===== src/rtl/fwa_pkg.sv =====
`default_nettype none

package fwa_pkg;

    localparam int ROW_W = 32;
    localparam int SUM_W = 64;
    localparam int CNT_W = 32;
    localparam int SPAN_W = 6;
    localparam int APB_DW = 32;
    localparam int ADDR_W = 4;
    localparam int REG_IDX_W = 2;
    localparam int DIV_STEPS = ROW_W;
    localparam int WINDOW_DEPTH_DEF = 128;

    localparam logic [CNT_W-1:0] ROWS_FULL = '1;

    localparam logic [REG_IDX_W-1:0] REG_FRAME_MODE = 2'd0;
    localparam logic [REG_IDX_W-1:0] REG_PRECEDING_ROWS = 2'd1;
    localparam logic [REG_IDX_W-1:0] REG_FOLLOWING_ROWS = 2'd2;

    typedef struct packed {
        logic              frame_mode;
        logic [SPAN_W-1:0] preceding_rows;
        logic [SPAN_W-1:0] following_rows;
    } cfg_t;

    typedef enum logic [3:0] {
        ST_IDLE,
        ST_RUN,
        ST_PLAN,
        ST_ADJ,
        ST_ADD,
        ST_SUB,
        ST_DIV,
        ST_OUT
    } fwa_state_t;

endpackage

`default_nettype wire


===== src/rtl/fwa_div.sv =====
`default_nettype none

module fwa_div (
    input  logic                              clk,
    input  logic                              rst_n,
    input  logic                              start,
    input  logic signed [fwa_pkg::SUM_W-1:0]  dividend,
    input  logic [fwa_pkg::CNT_W-1:0]         divisor,
    output logic                              done,
    output logic signed [fwa_pkg::ROW_W-1:0]  quotient
);
    import fwa_pkg::*;

    localparam int CW = $clog2(DIV_STEPS);
    localparam logic [CW-1:0] CNT_LAST = CW'(DIV_STEPS - 1);

    logic             busy_reg;
    logic             busy_next;
    logic             fix_reg;
    logic             fix_next;
    logic [CW-1:0]    cnt_reg;
    logic [CW-1:0]    cnt_next;
    logic [SUM_W-1:0] rq_reg;
    logic [CNT_W-1:0] den_reg;
    logic             neg_reg;
    logic             zero_reg;
    logic [SUM_W-1:0] mag;
    logic [CNT_W+1:0] trial;
    logic [CNT_W-1:0] hi_new;
    logic [ROW_W-1:0] quot_mag;

    // Restoring division, one quotient bit per cycle. The partial remainder
    // sits in the upper half of the shift register and the quotient bits
    // enter at the bottom.
    assign mag = dividend[SUM_W-1] ? SUM_W'(~dividend + 1'b1) : SUM_W'(dividend);
    assign trial = {1'b0, rq_reg[SUM_W-1:CNT_W], rq_reg[CNT_W-1]} - {2'b00, den_reg};
    assign hi_new = trial[CNT_W+1] ? rq_reg[SUM_W-2:CNT_W-1] : trial[CNT_W-1:0];
    assign quot_mag = rq_reg[ROW_W-1:0];
    assign done = fix_reg;
    assign quotient = zero_reg ? '0 : (neg_reg ? ROW_W'(~quot_mag + 1'b1) : quot_mag);

    always_comb
    begin
        busy_next = busy_reg;
        fix_next = 1'b0;
        cnt_next = cnt_reg;
        if (busy_reg)
        begin
            cnt_next = cnt_reg + 1'b1;
            if (cnt_reg == CNT_LAST)
            begin
                busy_next = 1'b0;
                fix_next = 1'b1;
            end
        end
        else if (start)
        begin
            busy_next = 1'b1;
            cnt_next = '0;
        end
    end

    always_ff @(posedge clk or negedge rst_n)
    begin
        if (!rst_n)
        begin
            busy_reg <= 1'b0;
            fix_reg <= 1'b0;
            cnt_reg <= '0;
        end
        else
        begin
            busy_reg <= busy_next;
            fix_reg <= fix_next;
            cnt_reg <= cnt_next;
        end
    end

    always_ff @(posedge clk)
    begin
        if (busy_reg)
        begin
            rq_reg <= {hi_new, rq_reg[CNT_W-2:0], ~trial[CNT_W+1]};
        end
        else if (start)
        begin
            rq_reg <= mag;
            den_reg <= divisor;
            neg_reg <= dividend[SUM_W-1];
            zero_reg <= (divisor == '0);
        end
    end

endmodule

`default_nettype wire


===== config.mk =====
export PLATFORM = sky130hd
export DESIGN_NAME = fwa_div
export DESIGN_NICKNAME = d
export VERILOG_FILES = /design/src/rtl/fwa_pkg.sv /design/src/rtl/fwa_div.sv
export SDC_FILE = /design/constraint.sdc
export NUM_CORES = 1
export LEC_CHECK = 0
export BUFFER_PORTS_ARGS = -buffer_cell sky130_fd_sc_hd__buf_4
export CAP_MARGIN = 15
export CORE_AREA = 10 10 137 139
export CTS_CLUSTER_DIAMETER = 200
export DETAILED_ROUTE_END_ITERATION = 10
export DIE_AREA = 0 0 147 149
export HOLD_SLACK_MARGIN = 0.02
export PLACE_DENSITY = 0.88
export SETUP_SLACK_MARGIN = 0.4
export SYNTH_ARGS = -nofsm -noshare
export SYNTH_HDL_FRONTEND = slang
export SYNTH_SLANG_ARGS = --single-unit

===== constraint.sdc =====
create_clock -name clk -period 3.45 [get_ports clk]
set_clock_uncertainty 0.2 [all_clocks]
set_input_delay 0.69 -clock clk [delete_from_list [all_inputs] [get_ports clk]]
set_output_delay 0.69 -clock clk [all_outputs]
set_load 0.05 [all_outputs]

==> results.md <==
* Status: finished with violations
* Failing checks: setup timing
* Reg2Reg Depth at 11
* CP Capture Type: primary output
* Reg2Reg Setup Slack at 0.18 ns
* Clk_lat worst skew at 0.37 ns
* Placed Area at 10400 sq um
* Slew Limit Fails at 0
* Mapped Cells at 916
* Core area at 16170 sq um
* Final core occ at 0.7286
* Placed cells at 1302
* Clock buffer depth at 2
* PortBufs at 131
* First-pass GRT wire length at 41.98 mm
* Hpwl dp at 18.86 mm
* Worst EP required at 2.56 ns
* EDFF count, synth at 98
* Clock Sink Count at 105
* Netlist cell types at 62
* Worst rel slew slack at 0.4988
* Worst VDD drop at 0.4241 mV
* DIE AREA at 21900 sq um
* Most common cell after layout, fill and taps aside: buf_4
* Max-cap violations at 0
* Drt pass-1 iters at 6
* Yosys reg bits at 105
* Share of layout cells above drive strength 1 at 0.3636
* CTS H-tree lvls at 3
* R2R Path Start: rq_reg[34]
* Final count of hold timing violations at 0
* Most frequent cells in the layout: 203 x buf_4, 98 x edfxtp_1, 83 x nand2_1, 78 x xor2_1, 67 x o21ai_0
* Clock-pin slew on the worst setup and hold paths at 0.07 ns
* Initial antenna violation count at 1
* DRT antenna net count at 0
* Final wirelength at 28.53 mm
* Fin area at 11780 sq um
* CP Max Fanout at 5
* CP most frequent cell: or4_4
* Cell leakage power at 4.916 nW
* CTS Buf Count at 9
* Initial drt markers at 873
* Wire per inst at 21.24 um
* Nets at 1253
* Die height at 149 um
* Synthesized area at 8313 sq um
* RSZ-0062 raised after global routing: true
* Cell Chain, Critical Path: or3_4, or4_4, or3_4, or4_4, or4_4, o31ai_2, xor2_1, nor2_4, buf_6
* Worst hold endpoint: den_reg[19]
* Hold Crit Class: input pin to flip-flop
* Critical path startpoint category: flip-flop
* Max Fclk at 0.2142 GHz
* Syn nets at 1052
* Hold Path Origin: divisor[19]
* Largest net degree at the start of global routing at 91
* Via density at 6.191
* Number of I/O pins at 132
* Total grt overflow at 0
* Initial core utilization at 0.5140
* Synth Area per Inst at 9.075 sq um
* Vias at 8314
* Hold Path Depth at 1
* Endpoints failing setup at 18
* # rows at 47
* DIE WIDTH at 147 um
* Fin cells at 1343
* DRC violations left at 0
* Synth warnings at 0
* Multi-input logic area at 5963 sq um
* Ys flop type: edfxtp_1
* Reg area at 3119 sq um
* PD cells at 895.5 nW/um^2
* GP Congestion at 0.9231
* Root buf cell: clkbuf_16
* FILL cells at 1047
* TritonCTS clock tree: built
* Worst-margin pin slew at 0.7507 ns
* Crit path largest cell delay at 0.51 ns
* Crit path arrival time at 3.78 ns
* Seq/Total Area, Yosys at 0.3751
* Kind of critical path: flip-flop to primary output
* Setup ws final at -1.219 ns
* Cell with the largest stage delay on the worst path: or4_4
* Final min period at 4.669 ns
* P&R area growth vs syn at 41.74%
* Ys async rst share at 0.06667
* Fin crit share at 1.353
* Total track usage at 0.2365
* Largest register FFs at 64
* End of the worst register-to-register path: rq_reg[59]
* Vias in the first global route at 8138
==> synth_stat cells (28+ instances only) <==
library cell  number  area (sq um)
edfxtp_1          98          2943
xnor2_1           28         245.2
mux2i_1           36         360.4
nand2_1           94         352.8
nor2_1            55         206.5
inv_1             47         176.4
xor2_1            88         770.7
o21ai_0           79         395.4
o31ai_1           31         232.7
ha_1              36         450.4
a21oi_1           42         210.2
clkbuf_1          37         138.9
==> through the flow <==
| step | power [mW] | setup slack [ns] | hold slack (ns) | TNS (ns) |
|---|---|---|---|---|
| floorplan | 6.224 | -0.5496 | 0.1944 | -4.562 |
| global placement | 7.695 | -0.6242 | 0.2881 | -5.711 |
| detailed placement | 7.894 | -0.7030 | 0.3006 | -6.913 |
| CTS | 9.846 | -1.058 | 0.3009 | -11.73 |
| global route | 11.06 | -1.270 | 0.3043 | -14.92 |
| finish | 10.55 | -1.219 | 0.3010 | -13.94 |
==> power by group <==
| group | internal [mW] | total (mW) | switching (mW) |
|---|---|---|---|
| Clock | 0.555 | 1.05 | 0.492 |
| Combinational | 3.10 | 6.91 | 3.81 |
| Sequential | 2.14 | 2.59 | 0.453 |
| Total | 5.79 | 10.6 | 4.76 |
==> layout make-up <==
| cell class | instances | share of cell area |
|---|---|---|
| inverters | 48 | 0.01529 |
| repair buffers | 233 | 0.1660 |
| clock inverters | 7 | 0.005203 |
| flip-flops and latches | 105 | 0.2647 |
| clock buffers | 9 | 0.01911 |
| diodes | 1 | 0.0002124 |
| multi-input cells | 720 | 0.5061 |
| well taps | 220 | 0.02336 |
==> what timing repair did <==
| action | CTS | global route |
|---|---|---|
| gates cloned | 2 | 0 |
| hold buffers | 1 | 0 |
| pin swaps | 34 | 25 |
| endpoints found under the hold margin | 7 | 0 |
| resized for setup | 106 | 60 |
| buffers inserted | 16 | 5 |
| endpoints found under the setup margin | 54 | 64 |
==> critical path: cells and delay by family (launching register included) <==
kind                   cells  cell delay [ns]
AND/OR/NAND/NOR            6             2.26
flip-flops                 1             0.41
XOR/XNOR                   1             0.30
AO/OA/AOI/OAI              1             0.27
buffers and inverters      1             0.18
==> worst max-delay path by stage <==
| stage | startpoint | end | cells after the start |
|---|---|---|---|
| 2_1_floorplan | rq_reg[9] | quotient[25] | 8 |
| 3_3_place_gp | rq_reg[9] | quotient[27] | 9 |
| 3_5_place_dp | rq_reg[9] | quotient[25] | 9 |
| 4_1_cts | rq_reg[9] | quotient[25] | 9 |
| 5_1_grt | rq_reg[9] | quotient[27] | 9 |
| 6_report | rq_reg[9] | quotient[27] | 9 |
==> logic make-up (layout without fill, tap and decap cells) <==
logic type	Yosys count	count (layout)	share of synthesized area
fa+ha+maj	37	37	0.05659
xor+xnor	116	116	0.1222
other cells	0	1	0
flops	105	105	0.3751
simple gates	285	285	0.1708
buf+inv	91	297	0.04124
compound gates	245	245	0.1893
mux	37	37	0.04470
==> layer usage <==
metal,part of all wire,up-vias,track usage
li1,-,3783,-
met1,0.38,3956,0.2862
met2,0.49,477,0.4087
met3,0.080,98,0.03641
met4,0.044,0,0.1056
met5,0,-,0
No activity file was read; power rests on OpenSTA's default activity.
