--- src/rtl/fwa_pkg.sv ---
`default_nettype none

package fwa_pkg;

    localparam int ROW_W = 32;
    localparam int SUM_W = 64;
    localparam int CNT_W = 32;
    localparam int SPAN_W = 6;
    localparam int APB_DW = 32;
    localparam int ADDR_W = 4;
    localparam int REG_IDX_W = 2;
    localparam int DIV_STEPS = ROW_W;
    localparam int WINDOW_DEPTH_DEF = 128;

    localparam logic [CNT_W-1:0] ROWS_FULL = '1;

    localparam logic [REG_IDX_W-1:0] REG_FRAME_MODE = 2'd0;
    localparam logic [REG_IDX_W-1:0] REG_PRECEDING_ROWS = 2'd1;
    localparam logic [REG_IDX_W-1:0] REG_FOLLOWING_ROWS = 2'd2;

    typedef struct packed {
        logic              frame_mode;
        logic [SPAN_W-1:0] preceding_rows;
        logic [SPAN_W-1:0] following_rows;
    } cfg_t;

    typedef enum logic [3:0] {
        ST_IDLE,
        ST_RUN,
        ST_PLAN,
        ST_ADJ,
        ST_ADD,
        ST_SUB,
        ST_DIV,
        ST_OUT
    } fwa_state_t;

endpackage

`default_nettype wire

--- src/rtl/fwa_cfg.sv ---
`default_nettype none

module fwa_cfg (
    input  logic                          clk,
    input  logic                          rst_n,
    input  logic                          psel,
    input  logic                          penable,
    input  logic                          pwrite,
    input  logic [fwa_pkg::ADDR_W-1:0]    paddr,
    input  logic [fwa_pkg::APB_DW-1:0]    pwdata,
    output logic [fwa_pkg::APB_DW-1:0]    prdata,
    output logic                          pready,
    output fwa_pkg::cfg_t                 cfg
);
    import fwa_pkg::*;

    cfg_t                 cfg_reg;
    cfg_t                 cfg_next;
    logic [REG_IDX_W-1:0] reg_sel;
    logic                 wr_en;

    assign reg_sel = paddr[ADDR_W-1:2];
    assign wr_en = psel & penable & pwrite;
    assign pready = 1'b1;
    assign cfg = cfg_reg;

    always_comb
    begin
        cfg_next = cfg_reg;
        if (wr_en)
        begin
            unique case (reg_sel)
                REG_FRAME_MODE:     cfg_next.frame_mode = pwdata[0];
                REG_PRECEDING_ROWS: cfg_next.preceding_rows = pwdata[SPAN_W-1:0];
                REG_FOLLOWING_ROWS: cfg_next.following_rows = pwdata[SPAN_W-1:0];
                default:            cfg_next = cfg_reg;
            endcase
        end
    end

    always_comb
    begin
        unique case (reg_sel)
            REG_FRAME_MODE:     prdata = APB_DW'(cfg_reg.frame_mode);
            REG_PRECEDING_ROWS: prdata = APB_DW'(cfg_reg.preceding_rows);
            REG_FOLLOWING_ROWS: prdata = APB_DW'(cfg_reg.following_rows);
            default:            prdata = '0;
        endcase
    end

    always_ff @(posedge clk or negedge rst_n)
    begin
        if (!rst_n)
        begin
            cfg_reg <= '0;
        end
        else
        begin
            cfg_reg <= cfg_next;
        end
    end

endmodule

`default_nettype wire

--- config.mk ---
export PLATFORM = sky130hd
export DESIGN_NAME = fwa_cfg
export DESIGN_NICKNAME = d
export VERILOG_FILES = /design/src/rtl/fwa_pkg.sv /design/src/rtl/fwa_cfg.sv
export SDC_FILE = /design/constraint.sdc
export NUM_CORES = 1
export LEC_CHECK = 0
export BUFFER_PORTS_ARGS = -buffer_cell sky130_fd_sc_hd__buf_2
export CORE_MARGIN = 5
export CORE_UTILIZATION = 34
export CTS_CLUSTER_SIZE = 25
export DETAILED_ROUTE_END_ITERATION = 6
export GPL_ROUTABILITY_DRIVEN = 0
export PLACE_DENSITY = 0.81
export SETUP_SLACK_MARGIN = 0.5
export SKIP_CTS_REPAIR_TIMING = 1
export SLEW_MARGIN = 20
export SYNTH_ARGS = -nofsm -noshare
export SYNTH_HDL_FRONTEND = slang
export SYNTH_SLANG_ARGS = --single-unit
--- constraint.sdc ---
create_clock -name clk -period 0.9 [get_ports clk]
set_clock_uncertainty 0.05 [all_clocks]
set_input_delay 0.18 -clock clk [delete_from_list [all_inputs] [get_ports clk]]
set_output_delay 0.18 -clock clk [all_outputs]
set_load 0.1 [all_outputs]
==> out/results.txt, run 1 <==
TNS Setup = -10.73 ns
DP Area = 0.00149 mm²
WL met3 = 204 µm
grt ovf = 0
clock sink count = 13
Initial Util = 36.2%
internal power = 2.32 mW
via count = 693
Max-cap violations = 0
r2r startpoint = cfg[11]$_DFFE_PN0P_
CP arrival = 1.20 ns
Syn Inst Count = 69
row count = 17
DP Cell Count = 146
min setup slack post-route = -0.535 ns
first-pass GRT wire length = 3.53 mm
final WL = 2.65 mm
pwr dens = 2970 mW/mm²
Fin Hold WS = -0.272 ns
Clk pwr share = 7.3%
unique cell type count in the Yosys netlist = 12
FF/Latch Area = 374 µm²
Synth warnings = 0
Pins Over Slew Limit = 0
1st-iter DRT viols = 10
footprint of the multi-input gates = 494 µm²
commonest non-fill, non-tap cell in the layout = conb_1
detailed-route DRC error count = 0
status = finished, violations left
Tightest Hold Check Type = primary input to asynchronous set/reset pin
Post-Layout Cell Count = 156
max FFs per register = 13
average wire per standard cell = 17.0 µm
1st-pass router iterations = 4
core area = 0.00223 mm²
total CTS buffers = 3
Max Root-Sink Buffers = 2
sequential power share = 19.6%
NetSw = 2.60 mW
min Tclk post-route = 1.43 ns
vias in the first global route = 701
Mapped Avg Cell Area = 11.7 µm²
Reg clk slew, reported paths = 0.08 ns
combinational group share of total power = 73.0%
RSZ-0062 raised after global routing = true
Design Area, Final = 0.00166 mm²
Antenna Violating Nets Remaining = 0
die area = 0.00346 mm²
R2R Path End = cfg[11]$_DFFE_PN0P_
later-pin clock latency in the skew report = 0.27 ns
I/O Buffers = 31
initial antenna violation count = 0
WP data required = 0.67 ns
most frequent cells in the layout = conb_1, buf_6, buf_12
Sw Ratio = 52.9%
Tcrit/Tclk final = 159%
sequential fraction of the synthesis area = 40.2%
CP endpoint kind = primary output
die height = 58.8 µm
Die W = 58.8 µm
flop-to-flop setup slack = -0.27 ns
Syn-to-layout area delta = 105%
Worst R2R Path Depth = 3
crit start category = flip-flop
share of cells above drive strength 1 = 75.8%
H-tree depth = 1
Final Hold Vio Count = 13
largest net degree at the start of global routing = 14
WL met2 = 1.60 mm
fill count = 142
HPWL after DPL = 2.12 mm
Worst Setup Path Type = flip-flop to primary output
routed length on met1 = 771 µm
Max Clock Freq = 0.697 GHz
Leak Pwr = 0.782 nW
worst slack at placement = -0.601 ns
uppermost layer routed = met4
post-synthesis sequential element count = 13
I/O Pins = 87
CP max FO = 2
Inserted Diodes = 0
via density per instance = 4.44
violated checks = negative hold slack, negative setup slack
Root Driver = clkbuf_4
Final #Nets = 170
# setup viols final = 32
peak supply drop = 1.93 mV
CTS tree = yes
synthesized area = 810 µm²
total track usage = 13.8%
-- layout make-up --
class / count / share of cell area [%]
Sequential cell: 13 / 22.6
Multi-Input combinational cell: 54 / 29.8
Timing Repair Buffer: 57 / 43.9
Tap cell: 28 / 2.11
Clock buffer: 4 / 1.59
-- worst max-delay path, cell delays in order (launching register included) --
cell	delay (ns)
dfrtp_4	0.49
a22o_4	0.27
buf_12	0.16
-- synthesized netlist by cell type --
cell | count | area [µm²]
o21ai_0 | 1 | 5.00
mux2i_1 | 1 | 10.0
nor2b_1 | 2 | 12.5
nand2_1 | 1 | 3.75
buf_4 | 27 | 203
mux2_2 | 13 | 146
dfrtp_1 | 13 | 325
a22o_1 | 5 | 43.8
nand3_2 | 1 | 10.0
nor3_1 | 1 | 5.00
conb_1 | 2 | 7.51
nor3b_4 | 2 | 37.5
-- worst max-delay path by stage --
stage,slack (ns),cells past startpoint,start,to
final,-0.53,2,cfg[9]$_DFFE_PN0P_,prdata[3]
after detailed placement,-0.60,4,paddr[3],prdata[3]
after global placement,-0.54,4,paddr[3],prdata[1]
after CTS,-0.61,4,paddr[3],prdata[3]
after floorplan,-0.65,2,cfg[6]$_DFFE_PN0P_,prdata[0]
after global routing,-0.56,2,cfg[9]$_DFFE_PN0P_,prdata[3]
-- power by group through the flow --
stage / clock, mW / sequential (mW) / combinational, mW
3_3_place_gp: 0 / 0.931 / 3.31
4_1_cts: 0.369 / 0.936 / 3.37
5_1_grt: 0.406 / 0.978 / 3.68
2_1_floorplan: 0 / 1.97 / 1.21
6_report: 0.360 / 0.967 / 3.59
3_5_place_dp: 0 / 0.947 / 3.37
-- metrics by stage --
step	util, %	power [mW]
5_1_grt	74.2	5.06
2_1_floorplan	-	3.18
3_5_place_dp	66.8	4.31
4_1_cts	68.0	4.68
6_report	74.2	4.92
3_3_place_gp	66.8	4.24
-- routing by layer --
layer,up-vias,GRT usage [%]
li1,303,-
met1,335,12.8
met2,46,29.2
met3,9,2.85
met4,0,3.88
met5,-,0
-- cell families after synthesis --
kind of cell | count (synthesis) | synth area share [%]
AOI/OAI and AO/OA | 6 | 6.03
and+or+nand+nor | 7 | 8.50
muxes | 14 | 19.3
buffers and inverters | 27 | 25.0
other | 2 | 0.928
DFF | 13 | 40.2
Note: power is estimated with default switching activity, not from simulation.
==> inputs of run 2 (changes only) <==
--- a/config.mk
+++ b/config.mk
@@ -8,6 +8,7 @@
 export BUFFER_PORTS_ARGS = -buffer_cell sky130_fd_sc_hd__buf_2
 export CORE_MARGIN = 5
 export CORE_UTILIZATION = 34
+export CTS_BUF_LIST = sky130_fd_sc_hd__clkbuf_16
 export CTS_CLUSTER_SIZE = 25
 export DETAILED_ROUTE_END_ITERATION = 6
 export GPL_ROUTABILITY_DRIVEN = 0
==> run 2 against run 1 <==
The run still ends with negative hold slack, negative setup slack left. Non-clock buffer count rose by 1. Combinational power barely moved. Clock power rose by 130%. Critical endpoint is now prdata[1]. Largest power group unchanged.
==> out/results.txt, run 2 (synthesized netlist as in run 1, its figures left out) <==
slowest stage cell, crit path = dfrtp_4 (unchanged)
violated checks = negative hold slack, negative setup slack (unchanged)
first-pass GRT wire length = 3.57 mm (was 3.53 mm)
Reg clk slew, reported paths = 0.04 ns (was 0.08 ns)
DP Cell Count = 146 (unchanged)
later-pin clock latency in the skew report = 0.24 ns (was 0.27 ns)
grt ovf = 0 (unchanged)
Syn-to-layout area delta = 114% (was 105%)
pwr dens = 3080 mW/mm² (was 2970 mW/mm²)
die height = 58.8 µm (unchanged)
die area = 0.00346 mm² (unchanged)
Initial Util = 36.2% (unchanged)
Tightest Hold Check Type = primary input to asynchronous set/reset pin (unchanged)
# setup viols final = 32 (unchanged)
initial antenna violation count = 0 (unchanged)
peak supply drop = 2.21 mV (was 1.93 mV)
Inserted Diodes = 0 (unchanged)
row count = 17 (unchanged)
Pins Over Slew Limit = 0 (unchanged)
I/O Buffers = 31 (unchanged)
FF/Latch Area = 374 µm² (unchanged)
Worst Setup Path Type = flip-flop to primary output (unchanged)
crit start category = flip-flop (unchanged)
clock sink count = 13 (unchanged)
largest net degree at the start of global routing = 14 (unchanged)
average wire per standard cell = 16.6 µm (was 17.0 µm)
most frequent cells in the layout = conb_1, buf_6, buf_12 (unchanged)
Die W = 58.8 µm (unchanged)
CP arrival = 1.15 ns (was 1.20 ns)
TNS Setup = -10.11 ns (was -10.73 ns)
1st-iter DRT viols = 6 (was 10)
flop-to-flop setup slack = -0.25 ns (was -0.27 ns)
status = finished, violations left (unchanged)
min Tclk post-route = 1.38 ns (was 1.43 ns)
H-tree depth = 1 (unchanged)
r2r startpoint = cfg[5]$_DFFE_PN0P_ (was cfg[11]$_DFFE_PN0P_)
CTS tree = yes (unchanged)
Max-cap violations = 0 (unchanged)
critical-path cell list = a22o_4 -> buf_12 (unchanged)
CP max FO = 2 (unchanged)
Max Root-Sink Buffers = 2 (unchanged)
Antenna Violating Nets Remaining = 0 (unchanged)
HPWL after DPL = 2.12 mm (unchanged)
Worst R2R Path Depth = 3 (unchanged)
Pwr Total = 5.35 mW (was 4.92 mW)
detailed-route DRC error count = 0 (unchanged)
Fin Hold WS = -0.229 ns (was -0.272 ns)
post-layout util = 77.7% (was 74.2%)
Leak Pwr = 0.819 nW (was 0.782 nW)
via count = 662 (was 693)
share of cells above drive strength 1 = 76.7% (was 75.8%)
core area = 0.00223 mm² (unchanged)
Post-Layout Cell Count = 157 (was 156)
Root Driver = clkbuf_16 (was clkbuf_4)
R2R Path End = cfg[5]$_DFFE_PN0P_ (was cfg[11]$_DFFE_PN0P_)
I/O Pins = 87 (unchanged)
min setup slack post-route = -0.482 ns (was -0.535 ns)
slowest cell delay on critical path = 0.49 ns (about the same)
crit path from = cfg[7]$_DFFE_PN0P_ (was cfg[9]$_DFFE_PN0P_)
Final #Nets = 171 (was 170)
total track usage = 13.9% (was 13.8%)
via density per instance = 4.22 (was 4.44)
vias in the first global route = 678 (was 701)
Max Clock Freq = 0.723 GHz (was 0.697 GHz)
Final Hold Vio Count = 13 (unchanged)
RSZ-0062 raised after global routing = true (unchanged)
footprint of the multi-input gates = 497 µm² (was 494 µm²)
total CTS buffers = 3 (unchanged)
final WL = 2.60 mm (was 2.65 mm)
CP endpoint kind = primary output (unchanged)
commonest non-fill, non-tap cell in the layout = conb_1 (unchanged)
fill count = 137 (was 142)
1st-pass router iterations = 2 (was 4)
WP data required = 0.67 ns (about the same)
max FFs per register = 13 (unchanged)
Tcrit/Tclk final = 154% (was 159%)
-- run 2: cell count changes in the layout (fill, tap and decap cells not counted), sizes merged --
| cell | change |
|---|---|
| inv | +1 |
| clkbuf | -1 |
| buf | +1 |
-- run 2: how the worst max path moves through the flow --
stage	slack [ns]	end
CTS	-0.62	prdata[3]
finish	-0.48	prdata[1]
detailed placement	-0.60	prdata[3]
global route	-0.50	prdata[3]
floorplan	-0.65	prdata[0]
global placement	-0.54	prdata[1]
-- run 2: final cells by class --
class | count | area share, %
multi-input cells | 54 | 28.6
flip-flops and latches | 13 | 21.6
clock buffers | 3 | 4.33
clock inverters | 1 | 0.216
repair buffers | 58 | 43.3
well taps | 28 | 2.02
-- run 2: worst max-delay path: cells and delay by family, from the launching register on --
kind	cells	cell delay, ns
AOI/OAI and AO/OA	1	0.26
DFF	1	0.49
buffers and inverters	1	0.16
-- run 2: routing by layer --
layer	wire [µm]	part of all wire [%]	track usage, %
met5	0	0	0
met4	34	1.3	1.94
met3	186	7.1	4.17
met2	1570	60	28.4
met1	809	31	13.8
-- run 2: report_power, final --
group          switching [mW]  total [mW]  internal [mW]
Clock                   0.234       0.818          0.585
Combinational            2.24        3.57           1.32
Sequential              0.154       0.968          0.814
Total                    2.63        5.35           2.72
-- run 2: per-stage QoR --
stage / hold slack [ns] / worst slack (ns) / instance area (µm²)
5_1_grt: -0.205 / -0.500 / 1740
4_1_cts: -0.219 / -0.615 / 1570
6_report: -0.229 / -0.482 / 1740
3_3_place_gp: 0.0209 / -0.537 / 1490
3_5_place_dp: 0.0323 / -0.601 / 1490
2_1_floorplan: -0.166 / -0.645 / 1070
==> inputs of run 3 (changes only) <==
==> constraint.sdc (replaced) <==
create_clock -name clk -period 0.9 [get_ports clk]
set_clock_uncertainty 0.05 [all_clocks]
set_input_delay 0.18 -clock clk [delete_from_list [all_inputs] [get_ports clk]]
set_output_delay 0.18 -clock clk [all_outputs]
set_load 0.01 [all_outputs]
==> run 3 against run 2 <==
The run still ends with negative hold slack, negative setup slack left. Via count shrank 9.2%. Highest routed layer unchanged. Cell count is 11% lower. Setup slack gained 0.17 ns. Power fell by 52%. Maximum frequency is 14% higher. Clock power barely moved. Sequential power is 14% lower.
==> out/results.txt, run 3 (synthesized netlist as in run 1, its figures left out) <==
Leak Pwr = 0.638 nW (was 0.819 nW)
NetSw = 0.708 mW (was 2.63 mW)
1st-iter DRT viols = 2 (was 6)
violated checks = negative hold slack, negative setup slack (unchanged)
RSZ-0062 raised after global routing = true (unchanged)
crit-path leading delay family = flip-flops (unchanged)
min setup slack post-route = -0.312 ns (was -0.482 ns)
Sw Ratio = 27.4% (was 49.2%)
most frequent cells in the layout = conb_1, buf_2, buf_6 (was conb_1, buf_6, buf_12)
crit start category = flip-flop (unchanged)
critical-path cell list = a22o_1 -> buf_2 (was a22o_4 -> buf_12)
detailed-route DRC error count = 0 (unchanged)
Design Area, Final = 0.00120 mm² (was 0.00174 mm²)
1st-pass router iterations = 2 (unchanged)
TNS Setup = -4.65 ns (was -10.11 ns)
Root Driver = clkbuf_16 (unchanged)
slowest cell delay on critical path = 0.39 ns (was 0.49 ns)
Post-Layout Cell Count = 140 (was 157)
H-tree depth = 1 (unchanged)
R2R Path End = cfg[8]$_DFFE_PN0P_ (was cfg[5]$_DFFE_PN0P_)
row count = 17 (unchanged)
sequential power share = 32.1% (was 18.1%)
total track usage = 10.3% (was 13.9%)
r2r startpoint = cfg[8]$_DFFE_PN0P_ (was cfg[5]$_DFFE_PN0P_)
share of cells above drive strength 1 = 55.4% (was 76.7%)
die area = 0.00346 mm² (unchanged)
later-pin clock latency in the skew report = 0.24 ns (about the same)
max FFs per register = 13 (unchanged)
HPWL after DPL = 1.43 mm (was 2.12 mm)
combinational group share of total power = 36.3% (was 66.6%)
slowest stage cell, crit path = dfrtp_1 (was dfrtp_4)
core area = 0.00223 mm² (unchanged)
first-pass GRT wire length = 2.59 mm (was 3.57 mm)
clock sink count = 13 (unchanged)
CP max FO = 2 (unchanged)
status = finished, violations left (unchanged)
Tcrit/Tclk final = 135% (was 154%)
Worst Setup Path Type = flip-flop to primary output (unchanged)
Initial Util = 36.2% (unchanged)
Fin Hold WS = -0.234 ns (was -0.229 ns)
I/O Pins = 87 (unchanged)
pwr dens = 2150 mW/mm² (was 3080 mW/mm²)
Tightest Hold Check Type = primary input to asynchronous set/reset pin (unchanged)
final WL = 1.84 mm (was 2.60 mm)
flop-to-flop setup slack = -0.05 ns (was -0.25 ns)
Syn-to-layout area delta = 48.5% (was 114%)
die height = 58.8 µm (unchanged)
vias in the first global route = 616 (was 678)
Antenna Violating Nets Remaining = 0 (unchanged)
Inserted Diodes = 0 (unchanged)
DP Area = 961 µm² (was 0.00149 mm²)
total CTS buffers = 3 (unchanged)
Pins Over Slew Limit = 0 (unchanged)
WP data required = 0.67 ns (about the same)
Worst R2R Path Depth = 2 (was 3)
CP endpoint kind = primary output (unchanged)
Final #Nets = 154 (was 171)
via count = 601 (was 662)
CTS tree = yes (unchanged)
Die W = 58.8 µm (unchanged)
Final Hold Vio Count = 13 (unchanged)
Max Clock Freq = 0.825 GHz (was 0.723 GHz)
Max Root-Sink Buffers = 2 (unchanged)
internal power = 1.88 mW (was 2.72 mW)
Crit. path cell count = 2 (unchanged)
worst slack at placement = -0.406 ns (was -0.601 ns)
via density per instance = 4.29 (was 4.22)
peak supply drop = 1.95 mV (was 2.21 mV)
I/O Buffers = 31 (unchanged)
DP Cell Count = 133 (was 146)
largest net degree at the start of global routing = 14 (unchanged)
average wire per standard cell = 13.1 µm (was 16.6 µm)
fill count = 199 (was 137)
grt ovf = 0 (unchanged)
CP arrival = 0.98 ns (was 1.15 ns)
min Tclk post-route = 1.21 ns (was 1.38 ns)
# setup viols final = 32 (unchanged)
Reg clk slew, reported paths = 0.04 ns (about the same)
initial antenna violation count = 0 (unchanged)
worst path buffer plus inverter count = 1 (unchanged)
commonest non-fill, non-tap cell in the layout = conb_1 (unchanged)
Max-cap violations = 0 (unchanged)
Clk pwr share = 31.5% (was 15.3%)
-- run 3: cell types whose count changed in the layout (fill, tap and decap cells not counted), moves of 4 or more --
cell | previous run | this run
a22o_4 | 5 | 0
buf_2 | 8 | 20
dfrtp_1 | 0 | 13
buf_6 | 26 | 19
dfrtp_4 | 13 | 0
buf_12 | 19 | 0
buf_4 | 5 | 1
a22o_1 | 0 | 5
-- run 3: metrics by stage --
stage	power (mW)	util [%]
5_1_grt	2.73	53.8
2_1_floorplan	1.24	-
3_3_place_gp	1.47	43.0
3_5_place_dp	1.50	43.0
6_report	2.59	53.8
4_1_cts	2.34	46.6
-- run 3: worst max-delay path by stage --
stage                             from                   to  slack (ns)
CTS                           paddr[2]            prdata[1]       -0.42
detailed placement            paddr[2]            prdata[5]       -0.41
floorplan                       pwrite  cfg[10]$_DFFE_PN0P_       -0.21
global placement              paddr[2]            prdata[5]       -0.38
global route        cfg[6]$_DFFE_PN0P_            prdata[0]       -0.35
finish              cfg[8]$_DFFE_PN0P_            prdata[2]       -0.31
-- run 3: layout make-up --
type                    instances  area (µm²)  share of cell area (%)
multi-input cells              54         434                    36.1
clock buffers                   3        75.1                    6.24
repair buffers                 41         329                    27.4
clock inverters                 1        3.75                   0.312
well taps                      28        35.0                    2.91
flip-flops and latches         13         325                    27.1
-- run 3: power groups by stage --
| stage | clock, mW | combinational [mW] | sequential (mW) |
|---|---|---|---|
| 2_1_floorplan | 0 | 0.355 | 0.888 |
| 3_3_place_gp | 0 | 0.655 | 0.816 |
| 3_5_place_dp | 0 | 0.671 | 0.831 |
| 4_1_cts | 0.846 | 0.673 | 0.823 |
| 5_1_grt | 0.875 | 1.01 | 0.844 |
| 6_report | 0.816 | 0.940 | 0.831 |
-- run 3: routing by layer --
layer	vias up	routed length, µm	global-route usage, %
met5	-	0	0
li1	267	-	-
met2	44	869	18.5
met3	3	276	5.26
met4	0	36	5.83
met1	287	658	9.32
-- run 3: worst reg2reg max path, delay by kind of cell (launching register included) --
family / cells / cell delay [ns]
mux: 1 / 0.26
buf+inv: 1 / 0.13
flops: 1 / 0.39
